`src/design/stog_pkg.sv`:
```
// Shared types, register codes and CORDIC constants of the scan-to-grid block.
`timescale 1ns / 1ps
`default_nettype none
package stog_pkg;

	// Input operation codes
	localparam logic [1:0] OP_BEAM = 2'd0;
	localparam logic [1:0] OP_MARK = 2'd1;
	localparam logic [1:0] OP_END  = 2'd2;

	// Configuration register indexes
	localparam logic [1:0] CFG_ANGLE_START = 2'd0;
	localparam logic [1:0] CFG_ANGLE_STEP  = 2'd1;
	localparam logic [1:0] CFG_CELL_SCALE  = 2'd2;

	localparam logic [15:0] ANGLE_START_RST = 16'hC000;
	localparam logic [15:0] ANGLE_STEP_RST  = 16'd64;
	localparam logic [23:0] CELL_SCALE_RST  = 24'd83886;

	// CORDIC: angles in 2^24 per turn, results in Q16
	localparam int CORDIC_STEPS = 16;
	localparam int Z_W          = 25;
	localparam int XY_W         = 20;
	localparam logic signed [XY_W-1:0] CORDIC_GAIN  = 20'sd39797;
	localparam logic signed [Z_W-1:0]  QUARTER_TURN = 25'sd4194304;
	localparam logic signed [Z_W-1:0]  HALF_TURN    = 25'sd8388608;

	typedef struct packed {
		logic [1:0]         op;
		logic [11:0]        beam_index;
		logic [15:0]        range_mm;
		logic signed [15:0] point_x_mm;
		logic signed [15:0] point_y_mm;
	} in_beat_t;

	typedef struct packed {
		logic [5:0]  row_number;
		logic [63:0] row_cells;
		logic        last_row;
	} out_beat_t;

	typedef struct packed {
		logic signed [15:0] angle_start;
		logic [15:0]        angle_step;
		logic [23:0]        cell_scale;
	} cfg_t;

	typedef enum logic [1:0] {
		JOB_BEAM,
		JOB_MARK,
		JOB_END
	} job_kind_t;

	typedef struct packed {
		job_kind_t          kind;
		logic [15:0]        theta;
		logic [15:0]        range_mm;
		logic signed [15:0] point_x_mm;
		logic signed [15:0] point_y_mm;
	} job_t;

	function automatic logic signed [Z_W-1:0] cordic_atan(input logic [3:0] idx);
		logic signed [Z_W-1:0] v;
		case (idx)
			4'd0:  v = 25'sd2097152;
			4'd1:  v = 25'sd1238021;
			4'd2:  v = 25'sd654136;
			4'd3:  v = 25'sd332050;
			4'd4:  v = 25'sd166669;
			4'd5:  v = 25'sd83416;
			4'd6:  v = 25'sd41718;
			4'd7:  v = 25'sd20860;
			4'd8:  v = 25'sd10430;
			4'd9:  v = 25'sd5215;
			4'd10: v = 25'sd2608;
			4'd11: v = 25'sd1304;
			4'd12: v = 25'sd652;
			4'd13: v = 25'sd326;
			4'd14: v = 25'sd163;
			4'd15: v = 25'sd81;
			default: v = '0;
		endcase
		return v;
	endfunction

endpackage
`default_nettype wire

```
`src/design/stog_fifo.sv`:
```
// Short job queue between front and back.
`timescale 1ns / 1ps
`default_nettype none
module stog_fifo import stog_pkg::*; #(
	parameter int DEPTH = 4
) (
	input  wire logic clk,
	input  wire logic arst_n,
	input  wire logic push_en,
	input  wire job_t push_job,
	input  wire logic pop_en,
	output job_t      pop_job,
	output logic      full,
	output logic      empty
);
	localparam int PTR_W = (DEPTH > 1) ? $clog2(DEPTH) : 1;
	localparam int CNT_W = $clog2(DEPTH + 1);

	job_t             slot_q [DEPTH];
	logic [PTR_W-1:0] wr_ptr_q, rd_ptr_q;
	logic [CNT_W-1:0] count_q;
	logic             do_push, do_pop;

	assign full    = (count_q == CNT_W'(DEPTH));
	assign empty   = (count_q == '0);
	assign do_push = push_en && !full;
	assign do_pop  = pop_en && !empty;
	assign pop_job = slot_q[rd_ptr_q];

	always_ff @(posedge clk) begin
		if (do_push) begin
			slot_q[wr_ptr_q] <= push_job;
		end
	end

	always_ff @(posedge clk or negedge arst_n) begin
		if (!arst_n) begin
			wr_ptr_q <= '0;
			rd_ptr_q <= '0;
			count_q  <= '0;
		end else begin
			if (do_push) begin
				wr_ptr_q <= (wr_ptr_q == PTR_W'(DEPTH - 1)) ? '0 : wr_ptr_q + 1'b1;
			end
			if (do_pop) begin
				rd_ptr_q <= (rd_ptr_q == PTR_W'(DEPTH - 1)) ? '0 : rd_ptr_q + 1'b1;
			end
			if (do_push && !do_pop) begin
				count_q <= count_q + 1'b1;
			end else if (do_pop && !do_push) begin
				count_q <= count_q - 1'b1;
			end
		end
	end
endmodule
`default_nettype wire

```
`config.mk`:
```
export PLATFORM = sky130hd
export DESIGN_NAME = stog_fifo
export DESIGN_NICKNAME = d
export VERILOG_FILES = /design/src/design/stog_pkg.sv /design/src/design/stog_fifo.sv
export SDC_FILE = /design/constraint.sdc
export NUM_CORES = 1
export LEC_CHECK = 0
export ABC_AREA = 1
export BUFFER_PORTS_ARGS = -buffer_cell sky130_fd_sc_hd__buf_2
export CAP_MARGIN = 25
export CORE_ASPECT_RATIO = 0.9
export CORE_UTILIZATION = 40
export CTS_CLUSTER_DIAMETER = 30
export CTS_CLUSTER_SIZE = 28
export DETAILED_ROUTE_END_ITERATION = 16
export GPL_TIMING_DRIVEN = 0
export PLACE_DENSITY = 0.66
export SLEW_MARGIN = 20
export SYNTH_ARGS = -nofsm -noshare
export SYNTH_HDL_FRONTEND = slang
export SYNTH_SLANG_ARGS = --single-unit
```
`constraint.sdc`:
```
create_clock -name clk -period 5 [get_ports clk]
set_clock_uncertainty 0.2 [all_clocks]
set_input_delay 1 -clock clk [delete_from_list [all_inputs] [get_ports clk]]
set_output_delay 1 -clock clk [all_outputs]
set_load 0.01 [all_outputs]
```
Word-level counts from Yosys, hierarchy flattened
Memory sizes are Yosys's and may differ from the RTL's.
Cells that the tools add are included.
{"block": "totals", "reg_bits": 7, "mem_bits_rw": 264, "inputBits": 70, "out_inout_bits": 68, "elab_cells": 27, "n_memories": 1}
{"memory": "slot_q", "words": 4, "word_bits": 66, "read_ports": 1, "rd_ports_with_merged_regs": 0, "write_ports": 1, "line": "stog_fifo.sv:19", "source": "job_t slot_q [DEPTH];"}
{"block": "classes", "n_addsub": 4, "n_eq_ne": 3, "muxes": 6, "n_reduce_logical": 10}
{"op": "$mux W3", "count": 2}
{"op": "$add A2 B1 Y2 const B", "count": 2}
{"op": "$eq A2 B2 Y1 const B", "count": 2}
{"op": "$logic_and A1 B1 Y1", "count": 4}
{"op": "$logic_not A1 Y1", "count": 4}
{"op": "$mux W2", "count": 2}
{"op": "$add A3 B1 Y3 const B", "count": 1}
{"op": "$eq A3 B3 Y1 const B", "count": 1}
{"op": "$logic_not A3 Y1", "count": 1}
{"op": "$sub A3 B1 Y3 const B", "count": 1}
{"op": "$mux W1", "count": 2}
{"op": "$reduce_bool A2 Y1", "count": 1}

Logic depth before layout (Yosys ltp)
{"block": "depth", "word_depth": 7, "depth_mapped": 12, "depth_no_buf": 12}

Least setup slack after synthesis
OpenSTA, ideal clock, no wires.
{"block": "synth_path", "path_type": "in2reg", "start": "input push_en", "end": "memory slot_q[0][0] (netlist name), enable pin", "setup_time_ns": 0.491, "t_arrival_ns": 3.903, "required_time_ns": 4.309, "slack_ns": 0.406, "stages": 2, "path_buffers": 0, "cell_sequence": "nand2_1 > nor2_1"}
{"block": "synth_between", "elab_chain_len": 3}
{"element": "start: declaration", "line": "stog_fifo.sv:9", "source": "input wire logic push_en,"}
{"element": "$logic_and A1 B1 Y1", "line": "stog_fifo.sv:26", "source": "assign do_push = push_en && !full;"}
{"element": "$mux W1", "line": "stog_fifo.sv:31", "source": "if (do_push) begin"}
{"element": "$mux W1 (implied by the code)", "line": "stog_fifo.sv:32", "source": "slot_q[wr_ptr_q] <= push_job;"}
{"element": "end: declaration", "line": "stog_fifo.sv:19"}
No other way between the ends.

==> impl_metrics.csv <==
group,metric,value,unit
finish,layout-drive-gt1-share,26.5,%
timing,fin_setup_tns,0,ns
routing,wl_per_cell,17.1,um
timing,final.period_utilization,63.8,%
global_route,grt_pass1_wl,37.3,mm
floorplan,fp.dieH,160,um
routing,postRouteAntennaNets,0,
floorplan,core-area,0.0271,mm2
synthesis,ys_ff_latch,271,
clocking,clk_pin_slew,0.05,ns
timing,finalHoldViolCount,0,
clocking,cts_buffers,54,
global_route,antenna_found_initial,0,
worst_setup_path,critical_path_class,"flip-flop to output port",
synthesis,yosysSeqAreaShare,73.3,%
timing,slew_headroom,52.1,%
routing,vias_per_cell,4.80,
routing,drc,0,
clocking,hold_buffers,0,
routing,drt-pass1-iter-count,5,
job,max_cap_violations,0,
synthesis,syn-cell-area,0.0110,mm2
global_route,overflow,0,
synthesis,yosysWarnings,0,
clocking,ctsRootBufferMaster,"clkbuf_16",
finish,utilization,52.9,%
worst_setup_path,worstPathRequired,3.80,ns
synthesis,synth_fp_nets,909,
pwr,ir_worst_vdd,0.393,mV
timing,tightest_slew,0.717,ns
timing,setup_viol,0,
timing,setup_slack,1.81,ns
clocking,htreeDepth,2,
worst_hold_path,hold_class,"input port to asynchronous set/reset pin",
synthesis,yosysTopAreaCell,"edfxtp_1",
pwr,power,0.00958,W
synthesis,syn_area_per_cell,13.3,um2
timing,timing.fmax,313,MHz
placement,place_congestion,0.767,
synthesis,netlist_instances,832,
global_route,grtUsageMet1,21.4,%
global_route,grtUsageTotal,17.4,%
clocking,clk_latency,0.54,ns
clocking,cts_tree,"yes",
finish,fin_area,0.0143,mm2
finish,syn2layout_area_growth,29.7,%
synthesis,synth_cell_types,18,
synthesis,synth_top_area_share,71.7,%
worst_setup_path,critPathMaxFanout,10,
synthesis,synth.area.top_cells,"edfxtp_1, o211ai_1, nand2_1",
global_route,met3_usage,4.52,%
routing,drt-total-wl,24.5,mm
placement,dp_hpwl,15.3,mm
timing,drv_slew,0,
clocking,cts-resized-gates,0,
routing,num_vias,6887,
floorplan,rows,57,
floorplan,start_util,40.8,%
pwr,power_leakage,5.82,nW
worst_setup_path,critical_path.startpoint_type,"flip-flop",
placement,post_dp_cell_area,0.0125,mm2
global_route,top_usage_layer,"met2",
global_route,grt_pass1_vias,6967,
routing,first_iter_violations,347,
global_route,grtUsageMet2,29.7,%
timing,grt_setup_unrepaired,"false",
floorplan,die_x,177,um
timing,period_needed,3.19,ns
placement,pre_cts_ws,1.98,ns
worst_setup_path,end_kind,"output port",
pwr,cellPowerDensity,668,mW/mm2
status,status,"finished, final reports clean",
placement,port_buffers,137,
floorplan,io_pins,138,
finish,antennaDiodeCount,0,
global_route,grt_max_degree,24,
clocking,cts_setup_buffers,0,
clocking,cts_sinks,271,
floorplan,die_area,0.0283,mm2
finish,layout.nets,1115,
clocking,clk_path_buf_depth,3,
worst_setup_path,r2r_cells,6,
worst_setup_path,arrival,1.99,ns
## metrics by stage
step	hold slack [ns]	cells
5_1_grt	0.0880	1434
3_3_place_gp	0.277	1323
3_5_place_dp	0.290	1336
6_report	0.0897	1434
4_1_cts	0.0714	1434
2_1_floorplan	0.263	832
## sequential cells by signal (all words and copies together), names as in the netlist
register  cells
rd_ptr_q      2
wr_ptr_q      2
count_q       3
slot_q      264
## where the power goes
part / switching [W] / total (W) / leakage [nW] / internal (W)
Clock: 0.00117 / 0.00348 / 0.859 / 0.00232
Combinational: 0.00186 / 0.00300 / 2.46 / 0.00114
Sequential: 0.000106 / 0.00309 / 2.50 / 0.00298
## final timing paths
kind | start | to | slack, ns
worst max-delay path | rd_ptr_q[1]$_DFFE_PN0P_ | pop_job[2] | 1.81
worst min-delay path | arst_n | count_q[1]$_DFFE_PN0P_ | 0.09
worst max register to register | count_q[1]$_DFFE_PN0P_ | slot_q[3][20]$_DFFE_PP_ | 2.47
worst min register to register | count_q[2]$_DFFE_PN0P_ | count_q[2]$_DFFE_PN0P_ | 0.30
max in group asynchronous | arst_n | count_q[2]$_DFFE_PN0P_ | 4.34
min in group clk | count_q[2]$_DFFE_PN0P_ | count_q[2]$_DFFE_PN0P_ | 0.30
## synthesized netlist by cell type (all sizes together)
| cell type | instances |
|---|---|
| edfxtp | 264 |
| nand2 | 213 |
| inv | 148 |
| o211ai | 132 |
| buf | 42 |
| dfrtp | 7 |
| nand3 | 7 |
| ha | 6 |
| nor2 | 6 |
| clkbuf | 3 |
| fa | 1 |
| nand4 | 1 |
| o21ai | 1 |
| xnor2 | 1 |
## cell type report
class	instances	area, um2
Inverter	148	556
Clock inverter	38	413
Fill cell	2292	12800
Buffer	45	418
Sequential cell	271	8100
Clock buffer	60	1400
Timing Repair Buffer	150	998
Tap cell	354	443
Multi-Input combinational cell	368	2000
## cell families after synthesis
| family | after synthesis | synth area share (%) |
|---|---|---|
| simple gates | 227 | 7.81 |
| compound gates | 133 | 9.10 |
| flops | 271 | 73.3 |
| fa+ha+maj | 7 | 0.861 |
| xor+xnor | 1 | 0.0793 |
| buf+inv | 193 | 8.81 |
## metal layers
layer | share of wire [%] | vias up | routed length [um]
met5 | 0 | - | 0
met4 | 1.9 | 0 | 456
met3 | 6.9 | 43 | 1690
met2 | 50 | 209 | 12200
met1 | 42 | 3311 | 10200
li1 | - | 3324 | -
## critical path: stages (launching register included)
cell	delay (ns)
dfrtp_1	0.34
buf_4	0.16
clkbuf_1	0.47
o211ai_1	0.21
nand2_1	0.14
buf_2	0.14
## placed cells by master, fill, tap and decap left out
cell type and n:
nand4_1 1, o211ai_2 2, clkbuf_1 8, buf_6 29, clkinv_8 2, inv_2 1
nand3_1 7, buf_16 7, bufinv_16 6, xnor2_1 1, clkinv_1 6, nor2_1 2
clkinv_2 6, clkinvlp_4 8, nor2_4 4, buf_2 144, ha_1 6, dfrtp_1 7
clkbuf_16 55, inv_6 3, o21ai_0 1, inv_1 147, o211ai_1 130, buf_12 6
nand2_1 213, edfxtp_1 264, buf_4 6, fa_1 1, clkinv_4 7
(Power assumes the default switching activity.)
