## config.mk

```make
export PLATFORM = sky130hd
export DESIGN_NAME = stog_front
export DESIGN_NICKNAME = d
export VERILOG_FILES = /design/src/design/stog_pkg.sv /design/src/design/stog_front.sv
export SDC_FILE = /design/constraint.sdc
export NUM_CORES = 1
export LEC_CHECK = 0
export BUFFER_PORTS_ARGS = -buffer_cell sky130_fd_sc_hd__clkbuf_2
export CORE_ASPECT_RATIO = 0.75
export CORE_UTILIZATION = 56
export DETAILED_ROUTE_END_ITERATION = 16
export PLACE_DENSITY = 0.95
export SLEW_MARGIN = 20
export SYNTH_ARGS = -nofsm -noshare
export SYNTH_HDL_FRONTEND = slang
export SYNTH_SLANG_ARGS = --single-unit
export TNS_END_PERCENT = 1
```

## constraint.sdc

```tcl
create_clock -name vclk -period 10.6
set_input_delay 2.12 -clock vclk [all_inputs]
set_output_delay 2.12 -clock vclk [all_outputs]
set_load 0.01 [all_outputs]
```

## src/design/stog_pkg.sv

```systemverilog
// Shared types, register codes and CORDIC constants of the scan-to-grid block.
`timescale 1ns / 1ps
`default_nettype none
package stog_pkg;

	// Input operation codes
	localparam logic [1:0] OP_BEAM = 2'd0;
	localparam logic [1:0] OP_MARK = 2'd1;
	localparam logic [1:0] OP_END  = 2'd2;

	// Configuration register indexes
	localparam logic [1:0] CFG_ANGLE_START = 2'd0;
	localparam logic [1:0] CFG_ANGLE_STEP  = 2'd1;
	localparam logic [1:0] CFG_CELL_SCALE  = 2'd2;

	localparam logic [15:0] ANGLE_START_RST = 16'hC000;
	localparam logic [15:0] ANGLE_STEP_RST  = 16'd64;
	localparam logic [23:0] CELL_SCALE_RST  = 24'd83886;

	// CORDIC: angles in 2^24 per turn, results in Q16
	localparam int CORDIC_STEPS = 16;
	localparam int Z_W          = 25;
	localparam int XY_W         = 20;
	localparam logic signed [XY_W-1:0] CORDIC_GAIN  = 20'sd39797;
	localparam logic signed [Z_W-1:0]  QUARTER_TURN = 25'sd4194304;
	localparam logic signed [Z_W-1:0]  HALF_TURN    = 25'sd8388608;

	typedef struct packed {
		logic [1:0]         op;
		logic [11:0]        beam_index;
		logic [15:0]        range_mm;
		logic signed [15:0] point_x_mm;
		logic signed [15:0] point_y_mm;
	} in_beat_t;

	typedef struct packed {
		logic [5:0]  row_number;
		logic [63:0] row_cells;
		logic        last_row;
	} out_beat_t;

	typedef struct packed {
		logic signed [15:0] angle_start;
		logic [15:0]        angle_step;
		logic [23:0]        cell_scale;
	} cfg_t;

	typedef enum logic [1:0] {
		JOB_BEAM,
		JOB_MARK,
		JOB_END
	} job_kind_t;

	typedef struct packed {
		job_kind_t          kind;
		logic [15:0]        theta;
		logic [15:0]        range_mm;
		logic signed [15:0] point_x_mm;
		logic signed [15:0] point_y_mm;
	} job_t;

	function automatic logic signed [Z_W-1:0] cordic_atan(input logic [3:0] idx);
		logic signed [Z_W-1:0] v;
		case (idx)
			4'd0:  v = 25'sd2097152;
			4'd1:  v = 25'sd1238021;
			4'd2:  v = 25'sd654136;
			4'd3:  v = 25'sd332050;
			4'd4:  v = 25'sd166669;
			4'd5:  v = 25'sd83416;
			4'd6:  v = 25'sd41718;
			4'd7:  v = 25'sd20860;
			4'd8:  v = 25'sd10430;
			4'd9:  v = 25'sd5215;
			4'd10: v = 25'sd2608;
			4'd11: v = 25'sd1304;
			4'd12: v = 25'sd652;
			4'd13: v = 25'sd326;
			4'd14: v = 25'sd163;
			4'd15: v = 25'sd81;
			default: v = '0;
		endcase
		return v;
	endfunction

endpackage
`default_nettype wire

```

## src/design/stog_front.sv

```systemverilog
// Front end: accepts beats, drops unused ops, forms the beam angle, feeds the queue.
`timescale 1ns / 1ps
`default_nettype none
module stog_front import stog_pkg::*; (
	input  wire logic     in_valid,
	input  wire in_beat_t in_data,
	output logic          in_stall,
	input  wire cfg_t     cfg,
	input  wire logic     queue_full,
	output logic          push_en,
	output job_t          push_job
);
	logic [27:0] step_prod;

	always_comb begin
		step_prod = 28'(in_data.beam_index) * 28'(cfg.angle_step);
		push_job.theta      = $unsigned(cfg.angle_start) + step_prod[15:0];
		push_job.range_mm   = in_data.range_mm;
		push_job.point_x_mm = in_data.point_x_mm;
		push_job.point_y_mm = in_data.point_y_mm;
		push_en             = in_valid && !queue_full;
		case (in_data.op)
			OP_BEAM: push_job.kind = JOB_BEAM;
			OP_MARK: push_job.kind = JOB_MARK;
			OP_END:  push_job.kind = JOB_END;
			default: begin
				// unused op: taken and dropped
				push_job.kind = JOB_END;
				push_en       = 1'b0;
			end
		endcase
	end

	assign in_stall = queue_full;
endmodule
`default_nettype wire

```

# [Yosys cells after proc, flatten, opt, wreduce, memory -nomap -nowiden]
# Cells that the tools add are included.
[word_totals] reg_bits=0 inputBits=120
[classes] n_addsub=1 multipliers=1 n_eq_ne=2 muxes=2 n_reduce_logical=4
[op_table] operator="$add 16x16->16" n=1
[op_table] operator="$mul 12x16->16" n=1
[op_table] operator="$pmux 2 s2" n=1
[op_table] operator="$reduce_or 3->1" n=1
[op_table] operator="$eq 2x1->1 const B" n=1
[op_table] operator="$eq 2x2->1 const B" n=1
[op_table] operator="$logic_not 2->1" n=1
[op_table] operator="$logic_and 1x1->1" n=1
[op_table] operator="$logic_not 1->1" n=1
[op_table] operator="$mux 1" n=1

# [Logic depth before layout (Yosys ltp)]
# Gate-level depths: netlist of the first run.
[logic_depth] ltp_word=3 ltp_mapped=19 depth_no_buf=18

# [Worst setup path after synthesis of the first run]
# Ideal clock, no wire load.
[synth_path] path_kind="input to output" startpoint="input port in_data[48] (netlist name)" endpoint="output port push_job[61] (netlist name)" arrival_time_ns=6.538 setup_slack_ns=1.942 stages=18 n_path_buf=1 path_cell_list="clkbuf_1 -> and2_1 -> fa_1 -> inv_1 -> fa_1 -> inv_1 -> fa_1 -> fa_1 -> inv_1 -> fa_1 -> inv_1 -> ha_1 -> o21ai_0 -> nand2_1 -> nand2_1 -> a21oi_1 -> o21a_1 -> o311ai_0"
[synth_lines] item="start, declared" line="stog_front.sv:6" text="input wire in_beat_t in_data,"
[synth_lines] item="end, declared" line="stog_front.sv:11" text="output job_t push_job"

==> results by group, run 1 <==
Status
  – Outcome: finished, final reports clean

Power and ir drop
  – Clock power frac: 0%
  – Combinational group share of total power: 100.0%
  – Power share of the sequential group: 0%
  – Switch Pwr: about 850 uW
  – Final Total Pwr: around 1500 uW
  – PwrDens: ~320 nW/um^2
  – Switching share of total power: 57.42%
  – VDD IR max: approximately 0.63 mV
  – Leakage power: around 0.0025 uW
  – Int Pwr: around 630 uW

Synthesis
  – Syn Inst Count: 551
  – Synth area leaders: fa_1 40%, inv_1 13%, ha_1 10%
  – Area share of the largest cell type after synthesis: between 40% and 50%
  – Register area share after synthesis: 0%
  – Syn Nets: between 800 and 900
  – Area leader, netlist: fa_1
  – Syn_area_per_cell: between 8 and 9 sq um
  – Distinct cells, synth: 31
  – Synth Cell Area: ~4500 sq um
  – Yosys warning total: 0

Timing
  – Hold Vio Cnt, Final: 0
  – Final worst slack: approximately 1.5 ns
  – Final Max Tran Viols: 0
  – Tcrit/Tclk final: between 80% and 90%
  – Post-route setup TNS: 0 ns
  – Finish-stage setup viols: 0
  – Rel. slew slack: 63.21%
  – Unrepaired setup endpoints after global routing: no
  – Tmin final: 9.080 ns
  – Pin slew with the least headroom to its limit: 0.5507 ns
  – Highest clock rate: between 100 and 150 MHz

Worst setup path
  – Worst path max stage delay: approximately 0.55 ns
  – Worst Path Buf+Inv: 6
  – Critical path's slowest cell: fa_1
  – Most used cell, CP: fa_1
  – CP max FO: 16
  – Critical path's top delay family: adder cells
  – Crit. End Element: output port
  – Critical-path cell list: clkbuf_2 > and2_1 > fa_1 > inv_1 > fa_1 > inv_1 > fa_1 > fa_1 > inv_1 > fa_1 > inv_1 > ha_1 > o21ai_0 > nand2_1 > nand2_1 > a21oi_1 > o21a_1 > o311ai_0 > clkbuf_2
  – Instance count on the critical path: 19
  – CP required: approximately 8.5 ns
  – Critical path class: primary input to output port
  – CP Launch Type: primary input
  – Critical path arrival: 6.96 ns

Route
  – Post-Route WL: about 9800 um
  – Metal2 WL: around 5000 um
  – Via density: between 5 and 6
  – Top sig layer: met4
  – TritonRoute pass-1 iters: 4
  – Starting DRC count in detailed routing: approximately 160
  – Routed len/inst: roughly 15 um
  – Metal-1 WL: roughly 3800 um
  – Final ANT Viol Nets: 0
  – DR WL met3: 795 um
  – DR vias: 3,435
  – Remaining DRCs: 0

Layout
  – Fillers: between 600 and 700
  – Commonest non-fill, non-tap cell in the layout: inv_1
  – Share of cells above drive strength 1: ~14%
  – Seq_cells: 0
  – ANT cells: 0
  – Synth-to-layout area growth: 0.6326%
  – Final instance area: 4578 sq um
  – Final Net Count: approximately 800
  – # clk buffers: 0
  – Area of the multi-input gates: 3536 sq um
  – Most frequent cells in the layout: 152 x inv_1, 92 x fa_1, 68 x clkbuf_2, 64 x nand2_1, 58 x and2_1
  – Register Area: 0 sq um

Floorplan
  – Core area: a little under 8000 sq um
  – # rows: 28
  – Die width: between 100 and 150 um
  – Die Y-Extent: between 80 and 90 um
  – Die area: around 8500 sq um
  – I/O pin cnt: between 150 and 200
  – Starting Density: roughly 58%

Global route
  – Vias in the first global route: roughly 3,700
  – GRT Overall Usage: between 20% and 30%
  – Initial antenna violation count: 0
  – Largest net degree at the start of global routing: 17
  – Total congestion overflow: 0
  – First-pass GRT wire length: ~16,000 um

CTS
  – Quantity of hold-fixing buffers added after cts: 0
  – CTS-repair resized insts: 0
  – Setup bufs post-CTS: 0

Placed design
  – Placed instance area: about 4600 sq um
  – Worst slack, placed: 1.487 ns
  – Number of buffers inserted by port buffering: about 70
  – HPWL Detailed: between 8000 and 9000 um
  – Gpl congestion: between 0.8 and 0.9

Hold path
  – Min-delay worst type: primary input to output port
  – Hold EP: push_job[21]
  – Hold depth: 0
  – Hold Crit Start: in_data[21]

Job
  – Max cap viols: 0
-- synth_stat cells, drive strengths merged --
library cell / count
inv: 152
fa: 92
and2: 66
nand2: 64
buf: 51
ha: 38
xnor2: 22
clkbuf: 14
a21oi: 7
xor2: 7
nor2: 5
o21ai: 4
a211oi: 3
a21o: 3
nand2b: 3
nand3: 2
nor2b: 2
nor3: 2
o2111ai: 2
o21a: 2
o21bai: 2
a2111oi: 1
a21boi: 1
a221o: 1
a31oi: 1
nand4: 1
o311ai: 1
or4: 1
xnor3: 1
-- final cells by class --
cell class,count,share of cell area (%)
multi-input combinational,334,77.23
inverter,152,12.46
timing repair buffer,68,7.434
tap,105,2.870
-- through the flow --
stage	utilization [%]	instances	hold slack (ns)
final	58.08	659	4.240
after global routing	58.08	659	4.240
after CTS	58.08	659	4.240
after detailed placement	58.08	659	4.240
after global placement	58.08	659	4.240
after floorplan	-	551	4.286
-- how the worst max path moves through the flow --
| stage | start | end |
|---|---|---|
| CTS | in_data[48] | push_job[61] |
| global route | in_data[48] | push_job[61] |
| detailed placement | in_data[48] | push_job[61] |
| finish | in_data[48] | push_job[61] |
| global placement | in_data[48] | push_job[61] |
| floorplan | in_data[48] | push_job[61] |
-- cell families (layout without fill, tap and decap cells) --
family / after synthesis / after routing / synth area share (%)
buf+inv: 217 / 220 / 22.28
simple gates: 146 / 146 / 16.42
fa+ha+maj: 130 / 130 / 50.94
xor+xnor: 30 / 30 / 6.078
compound gates: 28 / 28 / 4.290
-- power groups by stage --
stage                     Sequential [uW]  Combinational (uW)  Clock, uW
after detailed placement                0                1490          0
after CTS                               0                1500          0
final                                   0                1490          0
after floorplan                         0                1070          0
after global placement                  0                1400          0
after global routing                    0                1690          0
-- routing by layer --
| layer | up-vias | GRT usage (%) |
|---|---|---|
| li1 | 1534 | - |
| met1 | 1699 | 29.92 |
| met2 | 168 | 46.27 |
| met3 | 34 | 2.435 |
| met4 | 0 | 8.750 |
| met5 | - | 0 |
Power figures use the tool's default switching activity.
==> run 2: changes to the inputs <==
--- a/config.mk
+++ b/config.mk
@@ -5,9 +5,10 @@
 export SDC_FILE = /design/constraint.sdc
 export NUM_CORES = 1
 export LEC_CHECK = 0
+export ABC_AREA = 1
 export BUFFER_PORTS_ARGS = -buffer_cell sky130_fd_sc_hd__clkbuf_2
 export CORE_ASPECT_RATIO = 0.75
-export CORE_UTILIZATION = 56
+export CORE_UTILIZATION = 57
 export DETAILED_ROUTE_END_ITERATION = 16
 export PLACE_DENSITY = 0.95
 export SLEW_MARGIN = 20
==> results by group, run 2 <==
Synthesis
  – Largest family of logic cells by synthesized area: adder cells
  – Synth Area in Adders: between 40% and 50%
  – Register area share after synthesis: 0%
  – Xor/xnor share of the synthesized area: between 2 and 2.5%
  – Area leader, netlist: fa_1
  – Post-synthesis mux area share: 0%
  – Simple-gate share of the synthesized area: 19.23%
  – Most common cell in the netlist: inv_1
  – Syn Nets: ~950
  – Distinct cells, synth: 24
  – Area share of the largest cell type after synthesis: a little under two fifths
  – Syn_area_per_cell: between 6 and 7 sq um
  – Synth top cells by count: 236 x inv_1, 190 x nand2_1, 92 x fa_1
  – Synth Cell Area: between 4000 and 5000 sq um
  – Yosys warning total: 0
  – Synth Area in Compound Gates: between 2 and 2.5%
  – Synth area leaders: fa_1 38%, inv_1 18%, nand2_1 15%
  – Syn Inst Count: between 700 and 800

Worst setup path
  – Critical-path cell list: clkbuf_2 > nand2_1 > inv_1 > fa_1 > inv_1 > fa_1 > inv_1 > fa_1 > inv_1 > fa_1 > fa_1 > inv_1 > ha_1 > a21oi_1 > o21ai_0 > a21oi_1 > nand3b_1 > nand2_1 > xor2_1 > clkbuf_2
  – Critical path's top delay family: adder cells
  – Crit. End Element: output port
  – Critical path class: primary input to output port
  – CP required: approximately 8.5 ns
  – CP max FO: 17
  – Critical path's slowest cell: fa_1
  – Worst path max stage delay: between 0.5 and 0.6 ns
  – Worst Path Buf+Inv: 7
  – Worst Setup SP: in_data[48]
  – Critical path arrival: between 6 and 7 ns
  – CP Launch Type: primary input

Layout
  – ANT cells: 0
  – Synth-to-layout area growth: -0.4381%
  – Seq_cells: 0
  – Commonest non-fill, non-tap cell in the layout: inv_1
  – Share of cells above drive strength 1: between 10% and 20%
  – Final Net Count: approximately 950
  – Register Area: 0 sq um
  – # clk buffers: 0
  – Most frequent cells in the layout: 236 x inv_1, 190 x nand2_1, 92 x fa_1, 68 x clkbuf_2, 38 x ha_1

Floorplan
  – # rows: 28
  – Core area: 8058 sq um
  – Die area: between 8000 and 9000 sq um
  – Starting Density: 60.25%
  – I/O pin cnt: ~190
  – Die Y-Extent: a little over 80 um
  – Die width: about 110 um

Timing
  – Tcrit/Tclk final: approximately 83%
  – Unrepaired setup endpoints after global routing: no
  – Final Max Tran Viols: 0
  – Finish-stage setup viols: 0
  – Hold Vio Cnt, Final: 0
  – Post-route setup TNS: 0 ns
  – Rel. slew slack: roughly 76%
  – Tmin final: about 9 ns
  – Final worst slack: between 1.5 and 2 ns
  – Pin slew with the least headroom to its limit: around 0.35 ns
  – Highest clock rate: between 100 and 150 MHz

Power and ir drop
  – VDD IR max: about 0.35 mV
  – PwrDens: between 200 and 300 nW/um^2
  – Leakage power: between 0.003 and 0.004 uW

Route
  – Starting DRC count in detailed routing: approximately 220
  – Final ANT Viol Nets: 0
  – Remaining DRCs: 0
  – TritonRoute pass-1 iters: 5
  – Routed len/inst: 12.47 um
  – Via density: 4.944
  – DR vias: about 4,000
  – Post-Route WL: 10,020 um

CTS
  – Quantity of hold-fixing buffers added after cts: 0
  – Setup bufs post-CTS: 0
  – CTS-repair resized insts: 0

Global route
  – GRT Overall Usage: between 20% and 30%
  – Total congestion overflow: 0
  – Vias in the first global route: slightly below 4,000
  – Largest net degree at the start of global routing: 18
  – Initial antenna violation count: 0
  – First-pass GRT wire length: around 18,000 um

Placed design
  – Number of buffers inserted by port buffering: roughly 70
  – Gpl congestion: between 0.8 and 0.9
  – HPWL Detailed: about 8800 um
  – Worst slack, placed: around 1.8 ns

Hold path
  – Hold depth: 0
  – Hold EP: push_job[11]
  – Hold Crit Start: in_data[11]
  – Min-delay worst type: primary input to output port

Status
  – Outcome: finished, final reports clean

Job
  – Max cap viols: 0
==> run 2: changes by cell type in the layout (fill, tap and decap cells not counted), sizes merged, moves of 3 or more <==
| cell | previous run | this run |
|---|---|---|
| nand2 | 64 | 193 |
| a21oi | 7 | 10 |
| nand3b | 0 | 4 |
| inv | 152 | 237 |
| xnor2 | 22 | 7 |
| a211oi | 3 | 0 |
| and2 | 66 | 0 |
| nor2 | 5 | 12 |
| nand2b | 3 | 0 |
| nand3 | 2 | 21 |
==> run 2: where the power goes <==
part           switching [uW]  total (uW)  internal, uW
registers                   0           0             0
logic                     816        1390           569
clock network               0           0             0
==> run 2: worst max path at each step <==
stage	endpoint	depth (start not counted)
2_1_floorplan	push_job[60]	20
3_3_place_gp	push_job[63]	20
3_5_place_dp	push_job[63]	20
4_1_cts	push_job[60]	20
5_1_grt	push_job[60]	20
6_report	push_job[60]	20
==> run 2: per-stage QoR <==
stage               cell area (sq um)  utilization, %  hold WS (ns)  power [uW]  std cells
global route                     4833           59.98         4.240        1583        804
CTS                              4833           59.98         4.240        1391        804
finish                           4833           59.98         4.240        1386        804
global placement                 4833           59.98         4.240        1340        804
floorplan                        4855               -         4.288        1002        703
detailed placement               4833           59.98         4.240        1385        804
==> run 2: kinds of logic after synthesis <==
kind of cell | count (synthesis)
AO/OA/AOI/OAI | 20
XOR/XNOR | 12
adder cells (fa/ha/maj) | 130
buffers and inverters | 309
AND/OR/NAND/NOR | 232
==> run 2: metal layers <==
metal	up-vias	track usage, %	share of wire [%]
met1	1881	33.50	43
met2	197	43.67	46
li1	1888	-	-
met4	0	2.162	0.69
met5	-	0	0
met3	9	4.127	10
==> run 2: area by class of cell <==
| type | count | area, sq um |
|---|---|---|
| multi-input cells | 394 | 3472 |
| fillers | 723 | 3224 |
| inverters | 237 | 889.6 |
| repair buffers | 68 | 340.3 |
| well taps | 105 | 131.4 |
==> run 3: changes to the inputs <==
--- a/config.mk
+++ b/config.mk
@@ -5,12 +5,12 @@
 export SDC_FILE = /design/constraint.sdc
 export NUM_CORES = 1
 export LEC_CHECK = 0
-export ABC_AREA = 1
+export ABC_AREA = 0
 export BUFFER_PORTS_ARGS = -buffer_cell sky130_fd_sc_hd__clkbuf_2
 export CORE_ASPECT_RATIO = 0.75
-export CORE_UTILIZATION = 57
+export CORE_UTILIZATION = 47
 export DETAILED_ROUTE_END_ITERATION = 16
-export PLACE_DENSITY = 0.95
+export PLACE_DENSITY = 0.89
 export SLEW_MARGIN = 20
 export SYNTH_ARGS = -nofsm -noshare
 export SYNTH_HDL_FRONTEND = slang
==> constraint.sdc (replaced) <==
create_clock -name vclk -period 7.5
set_input_delay 1.5 -clock vclk [all_inputs]
set_output_delay 1.5 -clock vclk [all_outputs]
set_load 0.01 [all_outputs]
==> results by group, run 3 (synthesis gave the netlist of run 1 again) <==
Status
  – Outcome: finished, final reports clean

Global route
  – First-pass GRT wire length: 16,800 um
  – GRT Overall Usage: between 20% and 30%
  – Initial antenna violation count: 0
  – Largest net degree at the start of global routing: 13
  – Total congestion overflow: 0
  – Vias in the first global route: between 3,000 and 4,000

Layout
  – Synth-to-layout area growth: 11.72%
  – # clk buffers: 0
  – Seq_cells: 0
  – Non-Filler Instances: just over 700
  – Share of cells above drive strength 1: 23.70%
  – Commonest non-fill, non-tap cell in the layout: inv_1
  – ANT cells: 0
  – Most frequent cells in the layout: 149 x inv_1, 90 x fa_1, 61 x nand2_1, 57 x clkbuf_2, 55 x and2_1
  – Final Net Count: roughly 850
  – Register Area: 0 sq um

Placed design
  – HPWL Detailed: approximately 8800 um
  – Number of buffers inserted by port buffering: a little under 70
  – Gpl congestion: 0.9454
  – Placed cell count: just over 700

Timing
  – Tmin final: ~7.4 ns
  – Tightest hold margin: 3.000 ns
  – Hold Vio Cnt, Final: 0
  – Rel. slew slack: 79.98%
  – Tcrit/Tclk final: approximately 99%
  – Highest clock rate: ~130 MHz
  – Final Max Tran Viols: 0
  – Pin slew with the least headroom to its limit: roughly 0.30 ns
  – Unrepaired setup endpoints after global routing: yes
  – Finish-stage setup viols: 0
  – Post-route setup TNS: 0 ns

Worst setup path
  – Critical path arrival: a little under 6 ns
  – CP required: approximately 6 ns
  – Critical path class: primary input to output port
  – CP Launch Type: primary input
  – CP max FO: 4
  – Crit. End Element: output port

Job
  – Max cap viols: 0

Floorplan
  – I/O pin cnt: about 190
  – Starting Density: between 40% and 50%
  – Die width: ~120 um
  – # rows: 30
  – Die area: about 10,000 sq um
  – Core area: around 9200 sq um
  – Die Y-Extent: approximately 87 um

Route
  – TritonRoute pass-1 iters: 4
  – Top sig layer: met4
  – Via density: about 4.8
  – Remaining DRCs: 0
  – Routed len/inst: 13.87 um
  – Metal2 WL: 4805 um
  – Post-Route WL: 10,030 um
  – DR WL met3: around 760 um
  – Final ANT Viol Nets: 0
  – Starting DRC count in detailed routing: between 200 and 300
  – DR vias: about 3,500
  – Metal-1 WL: 4261 um

Power and ir drop
  – Final Total Pwr: approximately 2700 uW
  – VDD IR max: ~0.37 mV
  – Leakage power: 0.002749 uW
  – PwrDens: about 540 nW/um^2

Hold path
  – Min-delay worst type: primary input to output port
run 3: cell types whose count changed in the layout (fill, tap and decap cells not counted), moves of 8 or more:
cell	delta
nand2_1	-129
clkbuf_2	-11
xnor2_1	+15
buf_4	+36
and2_1	+55
inv_1	-87
nand3_1	-17
and2_2	+8
run 3: cell type report:
cell class | count | area (sq um)
multi-input cells | 334 | 3655
well taps | 128 | 160.2
inverters | 152 | 570.5
repair buffers | 109 | 696.9
fillers | 794 | 4151
run 3: critical path, cell delays in order:
cell and delay [ns]:
clkbuf_4 0.15, buf_4 0.15, and2_1 0.14, fa_1 0.48, inv_1 0.06, fa_1 0.49
inv_1 0.06, fa_1 0.46, fa_1 0.49, inv_1 0.05, fa_1 0.48, inv_1 0.06
ha_4 0.27, o21ai_2 0.07, nand2_2 0.10, nand2_2 0.07, buf_4 0.14, or4_1 0.50
nand3_1 0.10, buf_2 0.13
run 3: final timing paths:
| check | startpoint | to | slack, ns | cells past startpoint |
|---|---|---|---|---|
| worst max-delay path | cfg[31] | push_job[62] | 0.06 | 20 |
| worst min-delay path | in_data[18] | push_job[18] | 3.00 | 0 |
run 3: layer usage:
metal  vias up  track usage, %
li1       1621               -
met4         0           5.431
met5         -               0
met1      1673           27.66
met2       158           37.45
met3        26           2.505
run 3: timing repair:
action                     4_1_cts  5_1_grt
setup endpoints to repair        5        6
buffers inserted                 2        2
pin swaps                        8       31
hold endpoints to repair         0        0
hold buffers                     0        0
gates resized for setup         10       45
gates cloned                     0        1
run 3: power breakdown:
| part | switching, uW | internal, uW | total, uW |
|---|---|---|---|
| combinational | 1400 | 1320 | 2730 |
| sequential | 0 | 0 | 0 |
| clock | 0 | 0 | 0 |
| total | 1400 | 1320 | 2730 |
run 3: through the flow:
| stage | setup slack [ns] | cell area [sq um] | utilization, % |
|---|---|---|---|
| after global placement | -0.05204 | 4890 | 52.95 |
| after detailed placement | -0.1040 | 4890 | 52.95 |
| after global routing | -0.1104 | 5082 | 55.04 |
| final | 0.06092 | 5082 | 55.04 |
| after CTS | 0.005547 | 4947 | 53.58 |
| after floorplan | 0.08244 | 4549 | - |
